### src/capm_pkg.sv
// ----------------------------------------------------------------------------
// capm_pkg
// Shared types and constants for the cascaded attitude PID and motor mixer.
// ----------------------------------------------------------------------------
package capm_pkg;

    localparam int NUM_AXES    = 3;
    localparam int CFG_IDX_W   = 3;
    localparam int CFG_DATA_W  = 48;

    typedef enum logic [2:0] {
        REG_OUTER_KP   = 3'd0,
        REG_OUTER_KI   = 3'd1,
        REG_INNER_KP   = 3'd2,
        REG_INNER_KI   = 3'd3,
        REG_INNER_KD   = 3'd4,
        REG_TILT       = 3'd5,
        REG_INT_LIMIT  = 3'd6,
        REG_STEP       = 3'd7
    } cfg_idx_t;

    // Sequencer phases: one axis lane runs its chain over these steps.
    typedef enum logic [3:0] {
        PH_IDLE,
        PH_P0,
        PH_P1,
        PH_P2,
        PH_P3,
        PH_P4,
        PH_P5,
        PH_P6,
        PH_P7,
        PH_P8,
        PH_MIX,
        PH_OUT
    } phase_t;

    // Per-axis gains handed to one lane.
    typedef struct packed {
        logic [15:0] okp;
        logic [15:0] oki;
        logic [15:0] ikp;
        logic [15:0] iki;
        logic [15:0] ikd;
    } lane_gain_t;

    typedef struct packed {
        logic start;
        phase_t phase;
    } lane_ctl_t;

    function automatic logic signed [19:0] sat20(input logic signed [23:0] v);
        if (v > 24'sd524287)
            return 20'sd524287;
        else if (v < -24'sd524288)
            return -20'sd524288;
        else
            return v[19:0];
    endfunction

endpackage

### src/capm_lane.sv
// ----------------------------------------------------------------------------
// capm_lane
// One axis: outer angle PI and inner rate PID, one multiply per step.
// ----------------------------------------------------------------------------
module capm_lane
    import capm_pkg::*;
(
    input  logic                clk,
    input  logic                rst_n,
    input  lane_ctl_t           ctl,
    input  lane_gain_t          gain,
    input  logic [15:0]         step,
    input  logic [30:0]         int_limit,
    input  logic signed [15:0]  set_angle,
    input  logic signed [15:0]  meas_angle,
    input  logic signed [15:0]  meas_rate,
    output logic signed [39:0]  effort
);

    logic signed [31:0] ang_int_reg, ang_int_next;
    logic signed [31:0] rate_int_reg, rate_int_next;
    logic signed [23:0] last_er_reg, last_er_next;
    logic signed [16:0] ea_reg, ea_next;
    logic signed [23:0] er_reg, er_next;
    logic signed [47:0] acc_reg, acc_next;
    logic signed [32:0] sk_reg, sk_next;
    logic signed [58:0] prod_reg;
    logic signed [32:0] mul_a;
    logic signed [25:0] mul_b;
    logic signed [58:0] prod;
    logic signed [24:0] dsum;
    logic signed [47:0] lim_pos;
    logic signed [47:0] ai_sum, ri_sum;
    logic signed [47:0] demand;
    logic signed [39:0] dem_sh;
    logic signed [40:0] er_raw;

    assign prod = mul_a * mul_b;
    assign lim_pos = 48'(int_limit);
    assign ai_sum = 48'(ang_int_reg) + 48'(prod_reg >>> 8);
    assign ri_sum = 48'(rate_int_reg) + 48'(prod_reg >>> 8);
    assign demand = acc_reg + 48'(prod_reg >>> 8);
    assign dem_sh = 40'(demand >>> 8);
    assign er_raw = 41'(dem_sh) - 41'(meas_rate);
    assign dsum = 25'(er_reg) - 25'(last_er_reg);

    // operand select per phase; each product is registered and used in the next phase
    always_comb
    begin
        mul_a = '0;
        mul_b = '0;
        case (ctl.phase)
            PH_P0: begin mul_a = 33'(ea_next); mul_b = 26'(step); end
            PH_P1: begin mul_a = 33'(ea_reg); mul_b = 26'(gain.okp); end
            PH_P2: begin mul_a = 33'(ang_int_reg); mul_b = 26'(gain.oki); end
            PH_P3: begin mul_a = $signed(33'(step)); mul_b = 26'(gain.ikd); end
            PH_P4: begin mul_a = 33'(er_reg); mul_b = 26'(step); end
            PH_P5: begin mul_a = 33'(er_reg); mul_b = 26'(gain.ikp); end
            PH_P6: begin mul_a = 33'(rate_int_reg); mul_b = 26'(gain.iki); end
            PH_P7: begin mul_a = sk_reg; mul_b = 26'(dsum); end
            default: ;
        endcase
    end

    always_comb
    begin
        ang_int_next  = ang_int_reg;
        rate_int_next = rate_int_reg;
        last_er_next  = last_er_reg;
        ea_next       = ea_reg;
        er_next       = er_reg;
        acc_next      = acc_reg;
        sk_next       = sk_reg;
        if (ctl.start)
            ea_next = 17'(set_angle) - 17'(meas_angle);
        case (ctl.phase)
            PH_P1:
            begin
                // prod_reg holds ea*step
                if (ai_sum > lim_pos || ai_sum < -lim_pos)
                    ang_int_next = '0;
                else
                    ang_int_next = ai_sum[31:0];
            end
            PH_P2: acc_next = 48'(prod_reg);
            PH_P3:
            begin
                // demand = Kp*ea + Ki*I/256, rate error saturated to 24 bits
                if (er_raw > 41'sd8388607)
                    er_next = 24'sd8388607;
                else if (er_raw < -41'sd8388608)
                    er_next = -24'sd8388608;
                else
                    er_next = er_raw[23:0];
            end
            PH_P4: sk_next = prod_reg[32:0];
            PH_P5:
            begin
                if (ri_sum > lim_pos || ri_sum < -lim_pos)
                    rate_int_next = '0;
                else
                    rate_int_next = ri_sum[31:0];
            end
            PH_P6: acc_next = 48'(prod_reg);
            PH_P7:
            begin
                acc_next = acc_reg + 48'(prod_reg >>> 8);
                last_er_next = er_reg;
            end
            PH_P8: acc_next = acc_reg + 48'(prod_reg >>> 15);
            default: ;
        endcase
    end

    always_ff @(posedge clk or negedge rst_n)
    begin
        if (!rst_n)
        begin
            ang_int_reg  <= '0;
            rate_int_reg <= '0;
            last_er_reg  <= '0;
        end
        else
        begin
            ang_int_reg  <= ang_int_next;
            rate_int_reg <= rate_int_next;
            last_er_reg  <= last_er_next;
        end
    end

    always_ff @(posedge clk)
    begin
        ea_reg   <= ea_next;
        er_reg   <= er_next;
        acc_reg  <= acc_next;
        sk_reg   <= sk_next;
        prod_reg <= prod;
    end

    assign effort = 40'(acc_reg >>> 8);

endmodule

### config.mk
export PLATFORM = sky130hd
export DESIGN_NAME = capm_lane
export DESIGN_NICKNAME = d
export VERILOG_FILES = /design/src/capm_pkg.sv /design/src/capm_lane.sv
export SDC_FILE = /design/constraint.sdc
export NUM_CORES = 2
export LEC_CHECK = 0
export BUFFER_PORTS_ARGS = -buffer_cell sky130_fd_sc_hd__buf_4
export CAP_MARGIN = 5
export CORE_ASPECT_RATIO = 2
export CORE_UTILIZATION = 50
export DETAILED_ROUTE_END_ITERATION = 8
export GPL_TIMING_DRIVEN = 0
export PLACE_DENSITY = 0.65
export SETUP_SLACK_MARGIN = 0.2
export SYNTH_ARGS = -nofsm -noshare
export SYNTH_HDL_FRONTEND = slang
export SYNTH_SLANG_ARGS = --single-unit
export TNS_END_PERCENT = 10
### constraint.sdc
create_clock -name clk -period 11.4 [get_ports clk]
set_clock_uncertainty 0.15 [all_clocks]
set_input_delay 2.28 -clock clk [delete_from_list [all_inputs] [get_ports clk]]
set_output_delay 2.28 -clock clk [all_outputs]
set_load 0.02 [all_outputs]
==> flow_metrics.tcl, run 1 <==
set metrics [dict create \
    status "did not finish" \
    yosysMostFrequentCell "inv_1" \
    ys_seq_area_share_pct 11.4 \
    clockBufferDepth 3 \
    error "[ERROR GRT-0116] Global routing finished with congestion. Check the congestion regions in the DRC Viewer." \
    die_h_microns 493 \
    cts_buffers 27 \
    clkSinkCount 269 \
    syn_area_per_cell_sq_um 8.51 \
    synth-edff-count 105 \
    grt_overflow 5 \
    fp-row-count 180 \
    pin_count 222 \
    synth_top_cells_by_count "1108 x inv_1, 886 x fa_1, 584 x ha_1" \
    yosys-top-cells-area "fa_1 29%, ha_1 12%, inv_1 6.9%" \
    synth_top_cell_by_area "fa_1" \
    async_reset_ff_share_pct 32.7 \
    die_x_microns 248 \
    synthFlopType "edfxtp_1" \
    grt_pass1_wl_mm 484 \
    grt_pass1_vias 64000 \
    yosysTopAreaCellShare_pct 29.4 \
    synthDistinctLibCells 103 \
    syn_area_sq_um 60400 \
    cts_root_buffer "clkbuf_16" \
    syn-num-nets 8748 \
    post-dp-hpwl_mm 253 \
    cts_hold_buf 0 \
    netlist_instances 7096 \
    yosysWarnings 0 \
    track_usage_pct 56.8 \
    start_util_pct 50.3 \
    stop_stage "global routing" \
    ctsHtreeMaxLevel 1 \
    dp.cells 8884 \
    io_buffers 216 \
    finalWeightedCongestion 1.12 \
    synth-seq-cells 269 \
    grt_max_degree 89 \
]
repair_timing:
action,in CTS
setup endpoints to repair,47
gates resized for setup,572
buffers inserted,90
pin swaps,132
cloned,2
routing by layer:
metal	overflow	GRT usage, %
met3	0	28.5
met1	0	53.9
met2	3	84.5
met4	2	61.1
met5	0	1.13
metrics by stage:
stage          utilization, %  cell area, sq um  TNS (ns)  setup WS [ns]  hold slack [ns]
2_1_floorplan               -             60400         0          0.169            0.258
3_3_place_gp             53.3             64000   -167.36          -6.74            0.313
3_5_place_dp             53.7             64400   -155.79          -5.63            0.316
4_1_cts                  56.8             68200     -2.27         -0.321            0.333
cell families after synthesis:
| logic type | after synthesis | synth area share (%) |
|---|---|---|
| xor gates and xnor gates | 300 | 4.35 |
| AOI/OAI and AO/OA | 1906 | 20.2 |
| adders and majority gates | 1470 | 41.5 |
| and+or+nand+nor | 1654 | 12.8 |
| muxes | 15 | 0.267 |
| DFF | 269 | 11.4 |
| buffers and inverters | 1482 | 9.53 |
==> run 2: changes to the inputs <==
--- a/config.mk
+++ b/config.mk
@@ -7,12 +7,10 @@
 export LEC_CHECK = 0
 export BUFFER_PORTS_ARGS = -buffer_cell sky130_fd_sc_hd__buf_4
 export CAP_MARGIN = 5
-export CORE_ASPECT_RATIO = 2
-export CORE_UTILIZATION = 50
+export CORE_UTILIZATION = 35
 export DETAILED_ROUTE_END_ITERATION = 8
 export GPL_TIMING_DRIVEN = 0
-export PLACE_DENSITY = 0.65
-export SETUP_SLACK_MARGIN = 0.2
+export PLACE_DENSITY_LB_ADDON = 0.15
 export SYNTH_ARGS = -nofsm -noshare
 export SYNTH_HDL_FRONTEND = slang
 export SYNTH_SLANG_ARGS = --single-unit
==> run 2 against run 1 <==
Against the previous run: the flow now finishes, with violations (negative setup slack); synthesized cell count unchanged; synthesized area is the same.
==> flow_metrics.tcl, run 2 <==
set metrics [dict create \
    synth_top_cells_by_count "1108 x inv_1, 886 x fa_1, 584 x ha_1" \
    final_cell_mix "1092 x inv_1, 867 x fa_1, 576 x nand2_1, 558 x ha_1, 492 x a21oi_1" \
    yosysTopAreaCellShare_pct 29.4 \
    r2r_cells 24 \
    ys_seq_area_share_pct 11.4 \
    setup.worst_path.start_class "input pin" \
    grt_overflow 0 \
    pwr-share-seq_pct 12.7 \
    peakVddDrop_uv 283 \
    tightestPinTransition_ns 1.46 \
    p_total_mw 17.3 \
    critical_path_class "input pin to flip-flop" \
    slowest_delay_ns 0.71 \
    fmax_mhz 87.0 \
    required_ns 11.80 \
    setup_ws_ns -0.0886 \
    die-area_sq_um 174000 \
    mostFrequentLayoutCell "inv_1" \
    clk_pin_slew_ns 0.07 \
    antenna_found_initial 35 \
    vias 55900 \
    fin_crit_sh_pct 101 \
    grt_max_degree 89 \
    rsz0062_at_grt "true" \
    arrival_ns 11.89 \
    yosysMostFrequentCell "inv_1" \
    drive_gt1_share_pct 11.3 \
    hold_path_end "ea_reg[11]$_DFF_P_" \
    p_sw_mw 10.2 \
    cts_buffers 31 \
    worstHoldPathType "flip-flop to flip-flop" \
    clockBufferDepth 3 \
    crit_path_frequent_cell "fa_1" \
    synth_top_cell_by_area "fa_1" \
    vias_per_cell 5.72 \
    crit_path_max_fanout 10 \
    area_growth_pct 14.1 \
    clkLatencyLatePin_ns 0.64 \
    cts_root_buffer "clkbuf_16" \
    yosys-top-cells-area "fa_1 29%, ha_1 12%, inv_1 6.9%" \
    drv_slew 0 \
    met3_length_mm 22.4 \
    maxCapViolCount 0 \
    yosysWarnings 0 \
    drt_first_pass_iters 7 \
    fp-row-count 152 \
    max_slew_margin_pct 2.84 \
    p_clk_share_pct 6.0 \
    synthDistinctLibCells 103 \
    wl_met2_mm 121 \
    async_reset_ff_share_pct 32.7 \
    reg2reg_to "rate_int_reg[13]$_DFFE_PN0N_" \
    track_usage_pct 31.3 \
    pin_count 222 \
    power_frac_comb_pct 81.3 \
    die_x_microns 417 \
    p_int_mw 7.05 \
    tns_ns -0.237 \
    grt_pass1_wl_mm 395 \
    netlist_instances 7096 \
    syn_area_sq_um 60400 \
    violations "negative setup slack" \
    cts_tree "yes" \
    status "finished with violations" \
    min_period_ns 11.49 \
    routed_wl_mm 276 \
    whs_path_depth 1 \
    pwr_density_cell_nw_per_um2 251 \
    io_buffers 216 \
    setup_viol 5 \
    nets 9095 \
    syn-num-nets 8748 \
    wl_met1_mm 117 \
    synth-seq-cells 269 \
    ctsHtreeMaxLevel 1 \
    largest_reg_flops 59 \
    path_buf_inv 9 \
    drc 0 \
    die_h_microns 417 \
    grt_pass1_vias 55200 \
    first_iter_violations 5535 \
    end_kind "flip-flop" \
    start_util_pct 35.2 \
    highest_layer "met5" \
    ant_nets 0 \
    synthFlopType "edfxtp_1" \
    syn_area_per_cell_sq_um 8.51 \
    hold_violations 0 \
    synth-edff-count 105 \
    hp-start "ea_reg[11]$_DFF_P_" \
    wire_per_inst_microns 28.2 \
    slowest_stage "clkdlybuf4s15_2" \
    finalWeightedCongestion 1.02 \
    clkSinkCount 269 \
    post-dp-hpwl_mm 233 \
    p_sw_share_pct 59.2 \
    core_area_sq_um 172000 \
    critPathTopFamily "adder cells" \
    rr_startpoint "prod_reg[27]$_DFF_P_" \
    p_leak_nw 32.8 \
    ff2ff_setup_slack_ns 0.07 \
]
-- run 2: cells by family after synthesis --
logic type / count (synthesis) / synth area share, %
AOI/OAI and AO/OA: 1906 / 20.2
xor gates and xnor gates: 300 / 4.35
adders and majority gates: 1470 / 41.5
buffers and inverters: 1482 / 9.53
DFF: 269 / 11.4
muxes: 15 / 0.267
and+or+nand+nor: 1654 / 12.8
-- run 2: through the flow --
step / area (sq um) / utilization, % / cells / worst slack (ns) / hold slack, ns
floorplan: 60400 / - / 7096 / -0.0466 / 0.258
global placement: 64900 / 37.8 / 9622 / -5.96 / 0.305
detailed placement: 65200 / 38.0 / 9639 / -4.54 / 0.314
CTS: 68000 / 39.6 / 9738 / -0.0590 / 0.329
global route: 68900 / 40.2 / 9780 / -0.210 / 0.353
finish: 68900 / 40.2 / 9784 / -0.0886 / 0.332
-- run 2: metal layers --
layer	track usage (%)	vias to the layer above
met5	0	-
met4	14.1	10
met3	4.98	521
met2	48.4	2463
met1	42.8	28200
li1	-	24800
-- run 2: repair_timing --
item                                    4_1_cts  5_1_grt
hold buffers                                  0        0
gates resized for setup                     385      261
pin swaps                                    49       77
buffers inserted                             47       39
gates cloned                                  1        1
endpoints found under the setup margin       45       75
-- run 2: area by class of cell --
type	instances	area [sq um]
clock buffers	32	779
plain buffers	364	2100
flip-flops and latches	269	6880
fillers	17700	103000
repair buffers	323	2680
multi-input cells	5345	49200
well taps	2310	2890
inverters	1109	4170
diodes	6	15.0
clock inverters	26	215
-- run 2: worst max path at each step --
stage	depth (start not counted)	startpoint	to
detailed placement	33	ctl[1]	prod_reg[54]$_DFF_P_
global route	45	meas_angle[0]	prod_reg[58]$_DFF_P_
floorplan	40	set_angle[0]	prod_reg[54]$_DFF_P_
global placement	32	ctl[3]	prod_reg[54]$_DFF_P_
finish	31	ctl[2]	prod_reg[53]$_DFF_P_
CTS	39	set_angle[0]	prod_reg[57]$_DFF_P_
-- run 2: power groups by stage --
stage | registers [mW] | clock network, mW | logic (mW)
floorplan | 1.62 | 0 | 8.86
global placement | 2.18 | 0 | 13.0
detailed placement | 2.17 | 0 | 13.1
CTS | 2.16 | 1.05 | 13.6
global route | 2.18 | 1.09 | 15.2
finish | 2.19 | 1.05 | 14.0
Power figures use the tool's default switching activity.
