[src/capm_pkg.sv]
// ----------------------------------------------------------------------------
// capm_pkg
// Shared types and constants for the cascaded attitude PID and motor mixer.
// ----------------------------------------------------------------------------
package capm_pkg;

    localparam int NUM_AXES    = 3;
    localparam int CFG_IDX_W   = 3;
    localparam int CFG_DATA_W  = 48;

    typedef enum logic [2:0] {
        REG_OUTER_KP   = 3'd0,
        REG_OUTER_KI   = 3'd1,
        REG_INNER_KP   = 3'd2,
        REG_INNER_KI   = 3'd3,
        REG_INNER_KD   = 3'd4,
        REG_TILT       = 3'd5,
        REG_INT_LIMIT  = 3'd6,
        REG_STEP       = 3'd7
    } cfg_idx_t;

    // Sequencer phases: one axis lane runs its chain over these steps.
    typedef enum logic [3:0] {
        PH_IDLE,
        PH_P0,
        PH_P1,
        PH_P2,
        PH_P3,
        PH_P4,
        PH_P5,
        PH_P6,
        PH_P7,
        PH_P8,
        PH_MIX,
        PH_OUT
    } phase_t;

    // Per-axis gains handed to one lane.
    typedef struct packed {
        logic [15:0] okp;
        logic [15:0] oki;
        logic [15:0] ikp;
        logic [15:0] iki;
        logic [15:0] ikd;
    } lane_gain_t;

    typedef struct packed {
        logic start;
        phase_t phase;
    } lane_ctl_t;

    function automatic logic signed [19:0] sat20(input logic signed [23:0] v);
        if (v > 24'sd524287)
            return 20'sd524287;
        else if (v < -24'sd524288)
            return -20'sd524288;
        else
            return v[19:0];
    endfunction

endpackage

[src/capm_mixer.sv]
// ----------------------------------------------------------------------------
// capm_mixer
// X-frame mix of throttle and three axis efforts, saturated to 20 bits.
// ----------------------------------------------------------------------------
module capm_mixer
    import capm_pkg::*;
(
    input  logic                clk,
    input  logic                load,
    input  logic signed [15:0]  throttle,
    input  logic signed [39:0]  eff_roll,
    input  logic signed [39:0]  eff_pitch,
    input  logic signed [39:0]  eff_yaw,
    output logic signed [19:0]  m0,
    output logic signed [19:0]  m1,
    output logic signed [19:0]  m2,
    output logic signed [19:0]  m3
);

    logic signed [41:0] s0, s1, s2, s3, t;
    logic signed [19:0] m0_reg, m1_reg, m2_reg, m3_reg;

    assign t  = 42'(throttle);
    assign s0 = t + 42'(eff_roll) - 42'(eff_pitch) + 42'(eff_yaw);
    assign s1 = t - 42'(eff_roll) - 42'(eff_pitch) - 42'(eff_yaw);
    assign s2 = t - 42'(eff_roll) + 42'(eff_pitch) + 42'(eff_yaw);
    assign s3 = t + 42'(eff_roll) + 42'(eff_pitch) - 42'(eff_yaw);

    function automatic logic signed [19:0] sat42(input logic signed [41:0] v);
        if (v > 42'sd524287)
            return 20'sd524287;
        else if (v < -42'sd524288)
            return -20'sd524288;
        else
            return sat20(v[23:0]);
    endfunction

    always_ff @(posedge clk)
    begin
        if (load)
        begin
            m0_reg <= sat42(s0);
            m1_reg <= sat42(s1);
            m2_reg <= sat42(s2);
            m3_reg <= sat42(s3);
        end
    end

    assign m0 = m0_reg;
    assign m1 = m1_reg;
    assign m2 = m2_reg;
    assign m3 = m3_reg;

endmodule

[config.mk]
export PLATFORM = sky130hd
export DESIGN_NAME = capm_mixer
export DESIGN_NICKNAME = d
export VERILOG_FILES = /design/src/capm_pkg.sv /design/src/capm_mixer.sv
export SDC_FILE = /design/constraint.sdc
export NUM_CORES = 1
export LEC_CHECK = 0
export BUFFER_PORTS_ARGS = -buffer_cell sky130_fd_sc_hd__buf_4
export CORE_ASPECT_RATIO = 0.8
export CORE_MARGIN = 10
export CORE_UTILIZATION = 55
export DETAILED_ROUTE_END_ITERATION = 10
export GPL_TIMING_DRIVEN = 0
export PLACE_DENSITY = 0.75
export SKIP_LAST_GASP = 1
export SLEW_MARGIN = 20
export SYNTH_ARGS = -nofsm -noshare
export SYNTH_HDL_FRONTEND = slang
export SYNTH_SLANG_ARGS = --single-unit
export TNS_END_PERCENT = 5
[constraint.sdc]
create_clock -name clk -period 9.2 [get_ports clk]
set_input_delay 0.92 -clock clk [delete_from_list [all_inputs] [get_ports clk]]
set_output_delay 0.92 -clock clk [all_outputs]
set_load 0.02 [all_outputs]
; ---- Word-level counts from Yosys, hierarchy flattened
; Index checks and enable logic that the tools add are counted.
; W data, S select, Z words.
[op_classes]
n_addsub = 10
n_lt_le_gt_ge = 16
mux = 12
[ops]
columns = operator, count
row1 = $mux W20, 12
row2 = $gt A42 B20 Y1 const B, 4
row3 = $lt A42 B20 Y1 const B, 4
row4 = $gt A24 B20 Y1 const B, 4
row5 = $lt A24 B20 Y1 const B, 4
row6 = $add A41 B40 Y42, 2
row7 = $add A42 B40 Y42, 2
row8 = $sub A41 B40 Y42, 2
row9 = $sub A42 B40 Y42, 2
row10 = $add A16 B40 Y41, 1
row11 = $sub A16 B40 Y41, 1
[word_totals]
register_bits = 80
in_bits = 138
out_inout_bits = 80
word_cells = 42

; ---- Longest topological paths before layout
; Gate-level depths: netlist of the first run.
[logic_depth]
depth_word = 7
mapped_depth = 33
depth_no_buf = 31

; ---- Worst setup path after synthesis of the first run
; OpenSTA, ideal clock, no wires.
[synth_timing]
kind = input-to-reg
start = input port throttle[0]
end = register m0_reg[10] (netlist: m0[10]) (data pin)
setup_ps = 266
t_arrival_ps = 7086
required_ps = 8934
setup_slack_ps = 1848
path_stages = 30
n_path_buf = 1
path_cell_list = ha_1 inv_1 fa_1 o21bai_1 a21oi_1 o21ai_0 a311oi_1 o31ai_1 a21oi_1 o31a_1 o311ai_0 o311ai_0 o21bai_1 a21oi_1 xnor2_1 fa_1 inv_1 ha_1 a21o_1 a221o_1 a21oi_1 a21boi_1 a41oi_2 o31ai_1 a21o_1 a21oi_1 xnor2_1 a21boi_1 clkbuf_1 o21ai_1
[synth_between]
elab_chain_len = 7
elab_cells_between_ends = 10
cone_classes = 3 x add/sub / 4 x order compare / 3 x mux
[synth_lines]
columns = element, line_no
row1 = "start, declared", capm_mixer.sv:10  ; input logic signed [15:0] throttle,
row2 = $add A16 B40 Y41 (*), capm_mixer.sv:24  ; assign s0 = t + 42'(eff_roll) - 42'(eff_pitch) + 42'(eff_yaw);
row3 = $sub A41 B40 Y42 (*), capm_mixer.sv:24
row4 = $add A42 B40 Y42 (*), capm_mixer.sv:24
row5 = $lt A24 B20 Y1, capm_pkg.sv:55  ; else if (v < -24'sd524288)
row6 = $mux W20, capm_pkg.sv:55
row7 = $mux W20, capm_pkg.sv:53  ; if (v > 24'sd524287)
row8 = $mux W20, capm_mixer.sv:32  ; else if (v < -42'sd524288)
row9 = "end signal, assigned", capm_mixer.sv:42  ; m0_reg <= sat42(s0);
row10 = "end, declared", capm_mixer.sv:21  ; logic signed [19:0] m0_reg, m1_reg, m2_reg, m3_reg;
; Mark *: on every way between the ends. The rest lies on a longest branch, timed or not.
; A chain may end at the register's enable or synchronous reset.

; ---- Final worst setup path of the first run
; Ends and elaborated chain as after synthesis.

==> results of run 1 <==
==> cells by family after synthesis <==
family,Yosys count,synth area share
AOI/OAI and AO/OA,881,0.2654
xor gates and xnor gates,217,0.08857
adders and majority gates,414,0.2957
buffers and inverters,507,0.09284
DFF,80,0.1106
muxes,4,0.001902
and+or+nand+nor,611,0.1449
==> layer usage <==
layer,part of all wire,vias up,global-route usage
met2,0.42,872,0.4506
met4,0.018,0,0.06161
li1,-,9889,-
met1,0.46,10005,0.4474
met5,0,-,0
met3,0.10,82,0.07258
==> cells in the mapped netlist, types with 11 or more instances <==
cell      count  share of area
o21a_1       28         0.0097
a211oi_1     25         0.0086
fa_1        167           0.15
nor2_1      149          0.026
nand3_1      70          0.016
nor3_1       45          0.010
clkbuf_1     61          0.011
nand2b_1     32         0.0092
o21ai_2      11         0.0044
o21ai_1      60          0.014
and3_1       24         0.0069
o21ai_0     131          0.030
o31ai_1      20         0.0069
ha_1        242           0.14
nand2_1     125          0.022
a21oi_1     286          0.066
nand4_1      36          0.010
edfxtp_1     80           0.11
o21bai_1     48          0.017
inv_1       418          0.072
nor2b_1      23         0.0066
or3_1        18         0.0052
xnor2_1     142          0.057
nor4_1       16         0.0046
a21o_1       85          0.029
a31oi_1      36          0.010
o211ai_1     25         0.0086
xor2_1       72          0.029
==> power breakdown <==
group | internal (W) | total [W] | switching (W)
Sequential | 0.000733 | 0.000797 | 0.0000640
Clock | 0.000238 | 0.000403 | 0.000166
Combinational | 0.00240 | 0.00638 | 0.00397
Total | 0.00337 | 0.00758 | 0.00420
==> critical path: cells and delay by family <==
kind                       cells  cell delay, ns
AOI/OAI and AO/OA             17            4.17
adders and majority gates      4            1.43
and+or+nand+nor                5            1.30
buffers and inverters          4            0.50
xor gates and xnor gates       1            0.27
muxes                          1            0.19
==> layout by cell type (no fill, tap or decap), types with 8 or more instances in the layout <==
cell,netlist,final
inv_1,418,418
a21oi_1,286,286
ha_1,242,242
buf_4,5,221
fa_1,167,167
nor2_1,149,149
xnor2_1,142,142
o21ai_0,131,131
nand2_1,125,125
a21o_1,85,85
edfxtp_1,80,80
xor2_1,72,72
nand3_1,70,70
clkbuf_1,61,61
o21ai_1,60,60
o21bai_1,48,48
nor3_1,45,45
nand4_1,36,36
a31oi_1,36,36
nand2b_1,32,32
o21a_1,28,28
o211ai_1,25,25
a211oi_1,25,25
and3_1,24,24
nor2b_1,23,23
o31ai_1,20,20
or3_1,18,18
nor4_1,16,16
o21ai_2,11,11
and2_1,10,10
buf_2,10,10
or2_2,9,9
buf_6,8,9
clkbuf_16,0,9
nor3b_1,8,8
a2111oi_0,8,8
==> stage by stage <==
step           cells  utilization  power, W  setup TNS (ns)
6_report        3488       0.6214  0.007576               0
5_1_grt         3488       0.6214  0.008205               0
4_1_cts         3482       0.6207  0.007461               0
3_5_place_dp    3467       0.6125  0.007006       -0.008884
3_3_place_gp    3467       0.6125  0.006894       -0.003227
2_1_floorplan   2714            -  0.005289               0
==> cell type report <==
class	instances	area share
Multi-Input combinational cell	2127	0.7104
Sequential cell	80	0.09862
Timing Repair Buffer	217	0.06703
Inverter	420	0.06472
Tap cell	536	0.02753
Buffer	87	0.01803
Clock buffer	9	0.009245
Clock inverter	6	0.003801
Antenna cell	6	0.0006164
==> path summary, 6_finish.rpt <==
path / end / startpoint / depth (start not counted) / slack, ns
setup / recovery: m0[10]$_SDFFCE_PN1P_ / throttle[0] / 32 / 0.54
hold / removal: m3[0]$_SDFFCE_PN1P_ / load / 1 / 1.10
==> impl_metrics.csv, run 1 <==
group,metric,value,unit
critical_path,path_max_fanout,10,
critical_path,max_stage_delay,0.54,ns
floorplan,die_y,197.7,um
critical_path,cpMostUsedCell,"a21oi_1",
floorplan,die-area,0.04787,mm^2
cts,cts_setup_buffers,0,
detailed_routing,wl,75360,um
cts,clock-sinks,80,
critical_path,path_class,"input pin to register",
cts,cts_buffers,9,
detailed_routing,num_vias,20848,
timing,min_period_over_period,0.9415,
cts,h-tree-depth,3,
detailed_routing,antenna_left,0,
critical_path,critPathArrivalTime,8.76,ns
synth,ys_seq_area_frac,0.1106,
synth,synth_area,0.02171,mm^2
cts,hold_buffers,0,
timing,finalSetupViolations,0,
synth,synth_edf_count,80,
floorplan,chipWidth,242.1,um
floorplan,core,0.03920,mm^2
timing,holdWs,1.102,ns
grt,antenna_found_initial,6,
cells_and_area,drive_above_1_share,0.1127,
cells_and_area,nets,3489,
critical_path,required,9.30,ns
cts,cts.clk_slew.worst_paths,0.07,ns
detailed_routing,viasPerCell,5.977,
cells_and_area,fin_area,0.02436,mm^2
detailed_routing,drc,1,
flow_run,cap_violations,0,
timing,maxSlewHeadroom,0.2975,
detailed_routing,drt-pass1-iter-count,9,
synth,synthCells,2714,
grt,grt_pass1_wl,114200,um
timing,period_needed,8.661,ns
cells_and_area,n_fill_cell,3590,
min_path,hold_class,"input pin to register",
floorplan,rows,65,
grt,gr-total-overflow,0,
timing,tightest_slew,1.044,ns
synth,ys_types,115,
synth,synth-seq-cells,80,
cells_and_area,multi_input_area,0.01731,mm^2
synth,yosys_warnings,0,
power,power.leakage,11.37,nW
synth,avgSynthCellArea,8.000,um^2
power,power_density,311.0,mW/mm^2
grt,grt_max_degree,81,
place,post-place-ws,-0.007014,ns
timing,hold_viol,0,
critical_path,cp_slowest_cell,"fa_1",
cts,cts_buffer_depth,2,
timing,fmax,0.1155,GHz
status,failed_checks,"DRC",
cts,cts_tree,"done",
timing,final_max_slew_viol_count,0,
synth,syn_nets,3261,
cts,cts-resized-gates,0,
timing,rsz0062_at_grt,"false",
timing,postLayoutSetupSlackWorst,0.5386,ns
place,place_hpwl,65060,um
status,outcome,"finished with violations",
cells_and_area,area_growth,12.19,%
place,portBuffers,217,
critical_path,critPathCaptureType,"register",
grt,grt_pass1_vias,19775,
synth,synth_top_flop_cell,"edfxtp_1",
place,post_dp_cell_area,0.02401,mm^2
grt,grt.total_usage,0.3062,
detailed_routing,drtIter0Drc,2122,
detailed_routing,avgRoutedWirePerCell,21.61,um
critical_path,critPathLaunchType,"input pin",
cells_and_area,regArea,0.002402,mm^2
place,gp_congestion,1.034,
power,ir_worst_vdd,0.2650,mV
floorplan,start_util,0.5539,
synth,async_flop_share,0,
cts,root_buffer,"clkbuf_16",
floorplan,io_pins,218,
Note: power is estimated with default switching activity, not from simulation.
==> run 2: changes to the inputs <==
--- a/config.mk
+++ b/config.mk
@@ -9,6 +9,7 @@
 export CORE_ASPECT_RATIO = 0.8
 export CORE_MARGIN = 10
 export CORE_UTILIZATION = 55
+export CTS_BUF_LIST = sky130_fd_sc_hd__clkbuf_8
 export DETAILED_ROUTE_END_ITERATION = 10
 export GPL_TIMING_DRIVEN = 0
 export PLACE_DENSITY = 0.75
==> impl_metrics.csv, run 2 (synthesis gave the netlist of run 1 again) <==
group,metric,value,unit
timing,finalSetupViolations,0,
timing,tightest_slew,1.022,ns
detailed_routing,wl,75210,um
detailed_routing,viasPerCell,5.968,
floorplan,die_y,197.7,um
floorplan,core,0.03920,mm^2
critical_path,max_stage_delay,0.57,ns
cells_and_area,final_common_cell,"inv_1",
detailed_routing,num_vias,20815,
cts,cts.clk_slew.worst_paths,0.10,ns
floorplan,die-area,0.04787,mm^2
grt,grt_pass1_vias,19771,
power,power.leakage,11.32,nW
grt,grt_max_degree,81,
critical_path,cp_slowest_cell,"a21boi_2",
floorplan,io_pins,218,
cells_and_area,drive_above_1_share,0.1127,
floorplan,start_util,0.5539,
place,place_hpwl,65060,um
cts,cts_buffer_depth,2,
status,outcome,"finished, final reports clean",
detailed_routing,antenna_left,0,
detailed_routing,avgRoutedWirePerCell,21.56,um
critical_path,path_buf_inv,4,
floorplan,rows,65,
place,post_dp_cell_area,0.02401,mm^2
cts,cts_tree,"done",
grt,antenna_found_initial,6,
cts,hold_buffers,0,
timing,fmax,0.1165,GHz
grt,grt_pass1_wl,114000,um
place,portBuffers,217,
detailed_routing,drtIter0Drc,2124,
cells_and_area,nets,3489,
grt,grt.total_usage,0.3060,
critical_path,cp_top_family,"compound AO/OA/AOI/OAI gates",
timing,hold_viol,0,
place,gp_congestion,1.034,
cells_and_area,finish.utilization,0.6186,
power,finalPower,0.007474,W
critical_path,cpMostUsedCell,"a21oi_1",
min_path,hold_class,"input pin to register",
min_path,hold_path_end,"m3[3]$_SDFFCE_PN1P_",
detailed_routing,drt-pass1-iter-count,6,
power,power_density,308.2,mW/mm^2
cells_and_area,area_growth,11.69,%
critical_path,required,9.36,ns
critical_path,path_class,"input pin to register",
min_path,hp-start,"load",
min_path,worstHoldPathCells,1,
critical_path,path_max_fanout,10,
cts,clock-sinks,80,
cts,cts_buffers,9,
critical_path,critPathCaptureType,"register",
detailed_routing,drc,0,
timing,tns,0,ns
cts,root_buffer,"clkbuf_8",
timing,min_period_over_period,0.9332,
timing,period_needed,8.585,ns
cts,h-tree-depth,3,
timing,final_max_slew_viol_count,0,
timing,rsz0062_at_grt,"false",
critical_path,critPathLaunchType,"input pin",
grt,gr-total-overflow,0,
cells_and_area,layout_common_cells,"418 x inv_1, 286 x a21oi_1, 242 x ha_1",
critical_path,critPathArrivalTime,8.75,ns
timing,maxSlewHeadroom,0.3126,
flow_run,cap_violations,0,
floorplan,chipWidth,242.1,um
cells_and_area,fin_area,0.02425,mm^2
power,ir_worst_vdd,0.2629,mV
run 2: cell types whose count changed in the layout (fill, tap and decap cells not counted):
cell,change
clkbuf_16,-9
clkbuf_8,+9
a21boi_2,+1
a21boi_4,-1
run 2: final cells by class:
class | instances | area (um^2)
multi-input cells | 2127 | 17300
fillers | 3609 | 14950
flip-flops and latches | 80 | 2402
repair buffers | 217 | 1633
inverters | 420 | 1577
well taps | 536 | 670.6
plain buffers | 87 | 439.2
clock buffers | 9 | 123.9
clock inverters | 6 | 92.59
diodes | 6 | 15.01
run 2: metal layers:
layer / track usage / vias up / wire length [um]
li1: - / 9893 / -
met1: 0.4456 / 9912 / 34680
met2: 0.4495 / 925 / 31480
met3: 0.07528 / 85 / 7739
met4: 0.06208 / 0 / 1312
met5: 0 / - / 0
run 2: power by group:
group          internal (W)  total [W]  switching, W  leakage (nW)
Combinational       0.00240    0.00637       0.00397          10.4
Clock              0.000153   0.000309      0.000157         0.102
Sequential         0.000732   0.000795     0.0000635         0.790
Total               0.00328    0.00747       0.00419          11.3
run 2: timing repair:
item                                    in CTS  in global routing
setup buffers                                0                  0
endpoints found under the setup margin       0                 10
resized for setup                            0                  1
run 2: how the worst max path moves through the flow:
stage | start | to | slack (ns) | cells after the start
finish | throttle[0] | m0[13]$_SDFFCE_PN1P_ | 0.61 | 32
global placement | throttle[0] | m0[14]$_SDFFCE_PN1P_ | -0.002 | 32
global route | throttle[0] | m0[10]$_SDFFCE_PN1P_ | 0.02 | 32
floorplan | throttle[0] | m0[10]$_SDFFCE_PN1P_ | 1.85 | 30
detailed placement | throttle[0] | m0[14]$_SDFFCE_PN1P_ | -0.007 | 32
CTS | throttle[0] | m0[10]$_SDFFCE_PN1P_ | 0.44 | 32
run 2: through the flow:
| step | instances | hold WS, ns | setup WS, ns |
|---|---|---|---|
| after floorplan | 2714 | 1.033 | 1.848 |
| after global placement | 3467 | 1.352 | -0.001727 |
| after detailed placement | 3467 | 1.351 | -0.007014 |
| after CTS | 3482 | 1.073 | 0.4426 |
| after global routing | 3488 | 1.066 | 0.02011 |
| final | 3488 | 1.040 | 0.6145 |
==> run 3: changes to the inputs <==
--- a/config.mk
+++ b/config.mk
@@ -13,8 +13,8 @@
 export DETAILED_ROUTE_END_ITERATION = 10
 export GPL_TIMING_DRIVEN = 0
 export PLACE_DENSITY = 0.75
+export RECOVER_POWER = 50
 export SKIP_LAST_GASP = 1
-export SLEW_MARGIN = 20
 export SYNTH_ARGS = -nofsm -noshare
 export SYNTH_HDL_FRONTEND = slang
 export SYNTH_SLANG_ARGS = --single-unit
==> impl_metrics.csv, run 3 (synthesis gave the netlist of run 1 again) <==
group,metric,value,unit
cells_and_area,regArea,0.002402,mm^2
critical_path,cpMostUsedCell,"a21oi_1",
timing,fmax,0.1169,GHz
timing,holdWs,1.105,ns
power,p_sw,0.004190,W
critical_path,path_max_fanout,10,
floorplan,io_pins,218,
critical_path,cp_slowest_cell,"a21boi_2",
critical_path,endpoint,"m0[10]$_SDFFCE_PN1P_",
power,power_frac_seq,0.107,
critical_path,path_class,"input pin to register",
cells_and_area,layout_common_cells,"418 x inv_1, 286 x a21oi_1, 242 x ha_1",
power,pwr-share-comb,0.851,
cts,cts_tree,"done",
grt,grt.total_usage,0.3060,
timing,hold_viol,0,
timing,period_needed,8.554,ns
timing,finalSetupViolations,0,
critical_path,required,9.37,ns
place,place_inst,3467,
critical_path,critPathCaptureType,"register",
timing,tightest_slew,4.762,ns
detailed_routing,drc,0,
detailed_routing,antenna_left,0,
cells_and_area,n_fill_cell,3663,
power,internal_power,0.003209,W
place,gp_congestion,1.034,
cells_and_area,final_common_cell,"inv_1",
cells_and_area,drive_above_1_share,0.09878,
cells_and_area,instances_no_fill,3488,
power,p_clk_frac,0.042,
floorplan,start_util,0.5539,
status,failed_checks,"capacitance limit, slew limit",
status,outcome,"finished with violations",
detailed_routing,drt-pass1-iter-count,6,
timing,rsz0062_at_grt,"false",
cts,cts_buffers,9,
critical_path,max_stage_delay,0.57,ns
grt,grt_pass1_vias,19771,
power,switching_share,0.5663,
cts,clock-sinks,80,
grt,grt_pass1_wl,114000,um
floorplan,die-area,0.04787,mm^2
floorplan,chipWidth,242.1,um
detailed_routing,drtIter0Drc,2116,
cts,cts.clk_slew.worst_paths,0.08,ns
flow_run,cap_violations,1,
grt,grt_max_degree,81,
detailed_routing,num_vias,20794,
critical_path,critPathLaunchType,"input pin",
cts,h-tree-depth,3,
power,power.leakage,11.17,nW
timing,min_period_over_period,0.9298,
cells_and_area,area_growth,10.97,%
cells_and_area,finish.utilization,0.6146,
cts,cts_buffer_depth,2,
critical_path,crit_path_start,"throttle[0]",
detailed_routing,avgRoutedWirePerCell,21.57,um
cts,root_buffer,"clkbuf_8",
power,power_density,307.1,mW/mm^2
min_path,hold_class,"input pin to register",
detailed_routing,viasPerCell,5.962,
critical_path,critPathArrivalTime,8.72,ns
floorplan,die_y,197.7,um
place,place_hpwl,65060,um
timing,maxSlewHeadroom,-2.175,
floorplan,rows,65,
power,ir_worst_vdd,0.2595,mV
grt,gr-total-overflow,0,
cells_and_area,nets,3489,
grt,antenna_found_initial,6,
power,finalPower,0.007398,W
cells_and_area,multi_input_area,0.01730,mm^2
floorplan,core,0.03920,mm^2
timing,final_max_slew_viol_count,81,
place,portBuffers,217,
detailed_routing,wl,75240,um
==> run 3: worst max-delay path: cells and delay by family <==
kind	cells	cell delay [ns]
buf+inv	4	0.68
fa+ha+maj	4	1.42
simple gates	2	0.26
xor+xnor	2	0.49
compound gates	20	4.95
==> run 3: power by group through the flow <==
stage / sequential [W] / clock [W] / combinational (W)
2_1_floorplan: 0.00104 / 0 / 0.00425
3_3_place_gp: 0.000799 / 0 / 0.00610
3_5_place_dp: 0.000801 / 0 / 0.00621
4_1_cts: 0.000796 / 0.000318 / 0.00625
5_1_grt: 0.000813 / 0.000326 / 0.00689
6_report: 0.000795 / 0.000310 / 0.00629
==> run 3: worst min-delay path by stage <==
stage | startpoint | to | slack (ns) | cells past startpoint
2_1_floorplan | load | m0[0]$_SDFFCE_PN1P_ | 1.03 | 0
3_3_place_gp | m1[4]$_SDFFCE_PN1P_ | m1[4] | 1.35 | 1
3_5_place_dp | m2[10]$_SDFFCE_PN1P_ | m2[10] | 1.35 | 1
4_1_cts | eff_yaw[0] | m0[0]$_SDFFCE_PN1P_ | 1.07 | 4
5_1_grt | eff_yaw[0] | m0[0]$_SDFFCE_PN1P_ | 1.13 | 4
6_report | eff_yaw[0] | m0[0]$_SDFFCE_PN1P_ | 1.11 | 4
==> run 3: through the flow <==
step            TNS [ns]  setup slack (ns)  instance area (um^2)
6_report               0            0.6462                 24090
5_1_grt                0           0.02011                 24090
4_1_cts                0            0.4426                 24230
3_5_place_dp   -0.008884         -0.007014                 24010
3_3_place_gp   -0.003227         -0.001727                 24010
2_1_floorplan          0             1.848                 21710
==> run 3: final cells by class <==
| class | count | share of cell area |
|---|---|---|
| Multi-Input combinational cell | 2127 | 0.7180 |
| Sequential cell | 80 | 0.09971 |
| Inverter | 420 | 0.06543 |
| Timing Repair Buffer | 217 | 0.06123 |
| Tap cell | 536 | 0.02784 |
| Buffer | 87 | 0.01823 |
| Clock buffer | 9 | 0.005141 |
| Clock inverter | 6 | 0.003843 |
| Antenna cell | 6 | 0.0006232 |
==> run 3: layer usage <==
metal  share of wire  routed length, um  track usage
met5               0                  0            0
met4           0.018               1321      0.06208
met3            0.10               7747      0.07528
met2            0.42              31390       0.4495
met1            0.46              34780       0.4456
==> run 3: what timing repair did <==
action,in CTS,in global routing
setup buffers,0,0
hold buffers,0,0
resized for setup,0,1
setup endpoints to repair,0,10
endpoints found under the hold margin,0,0
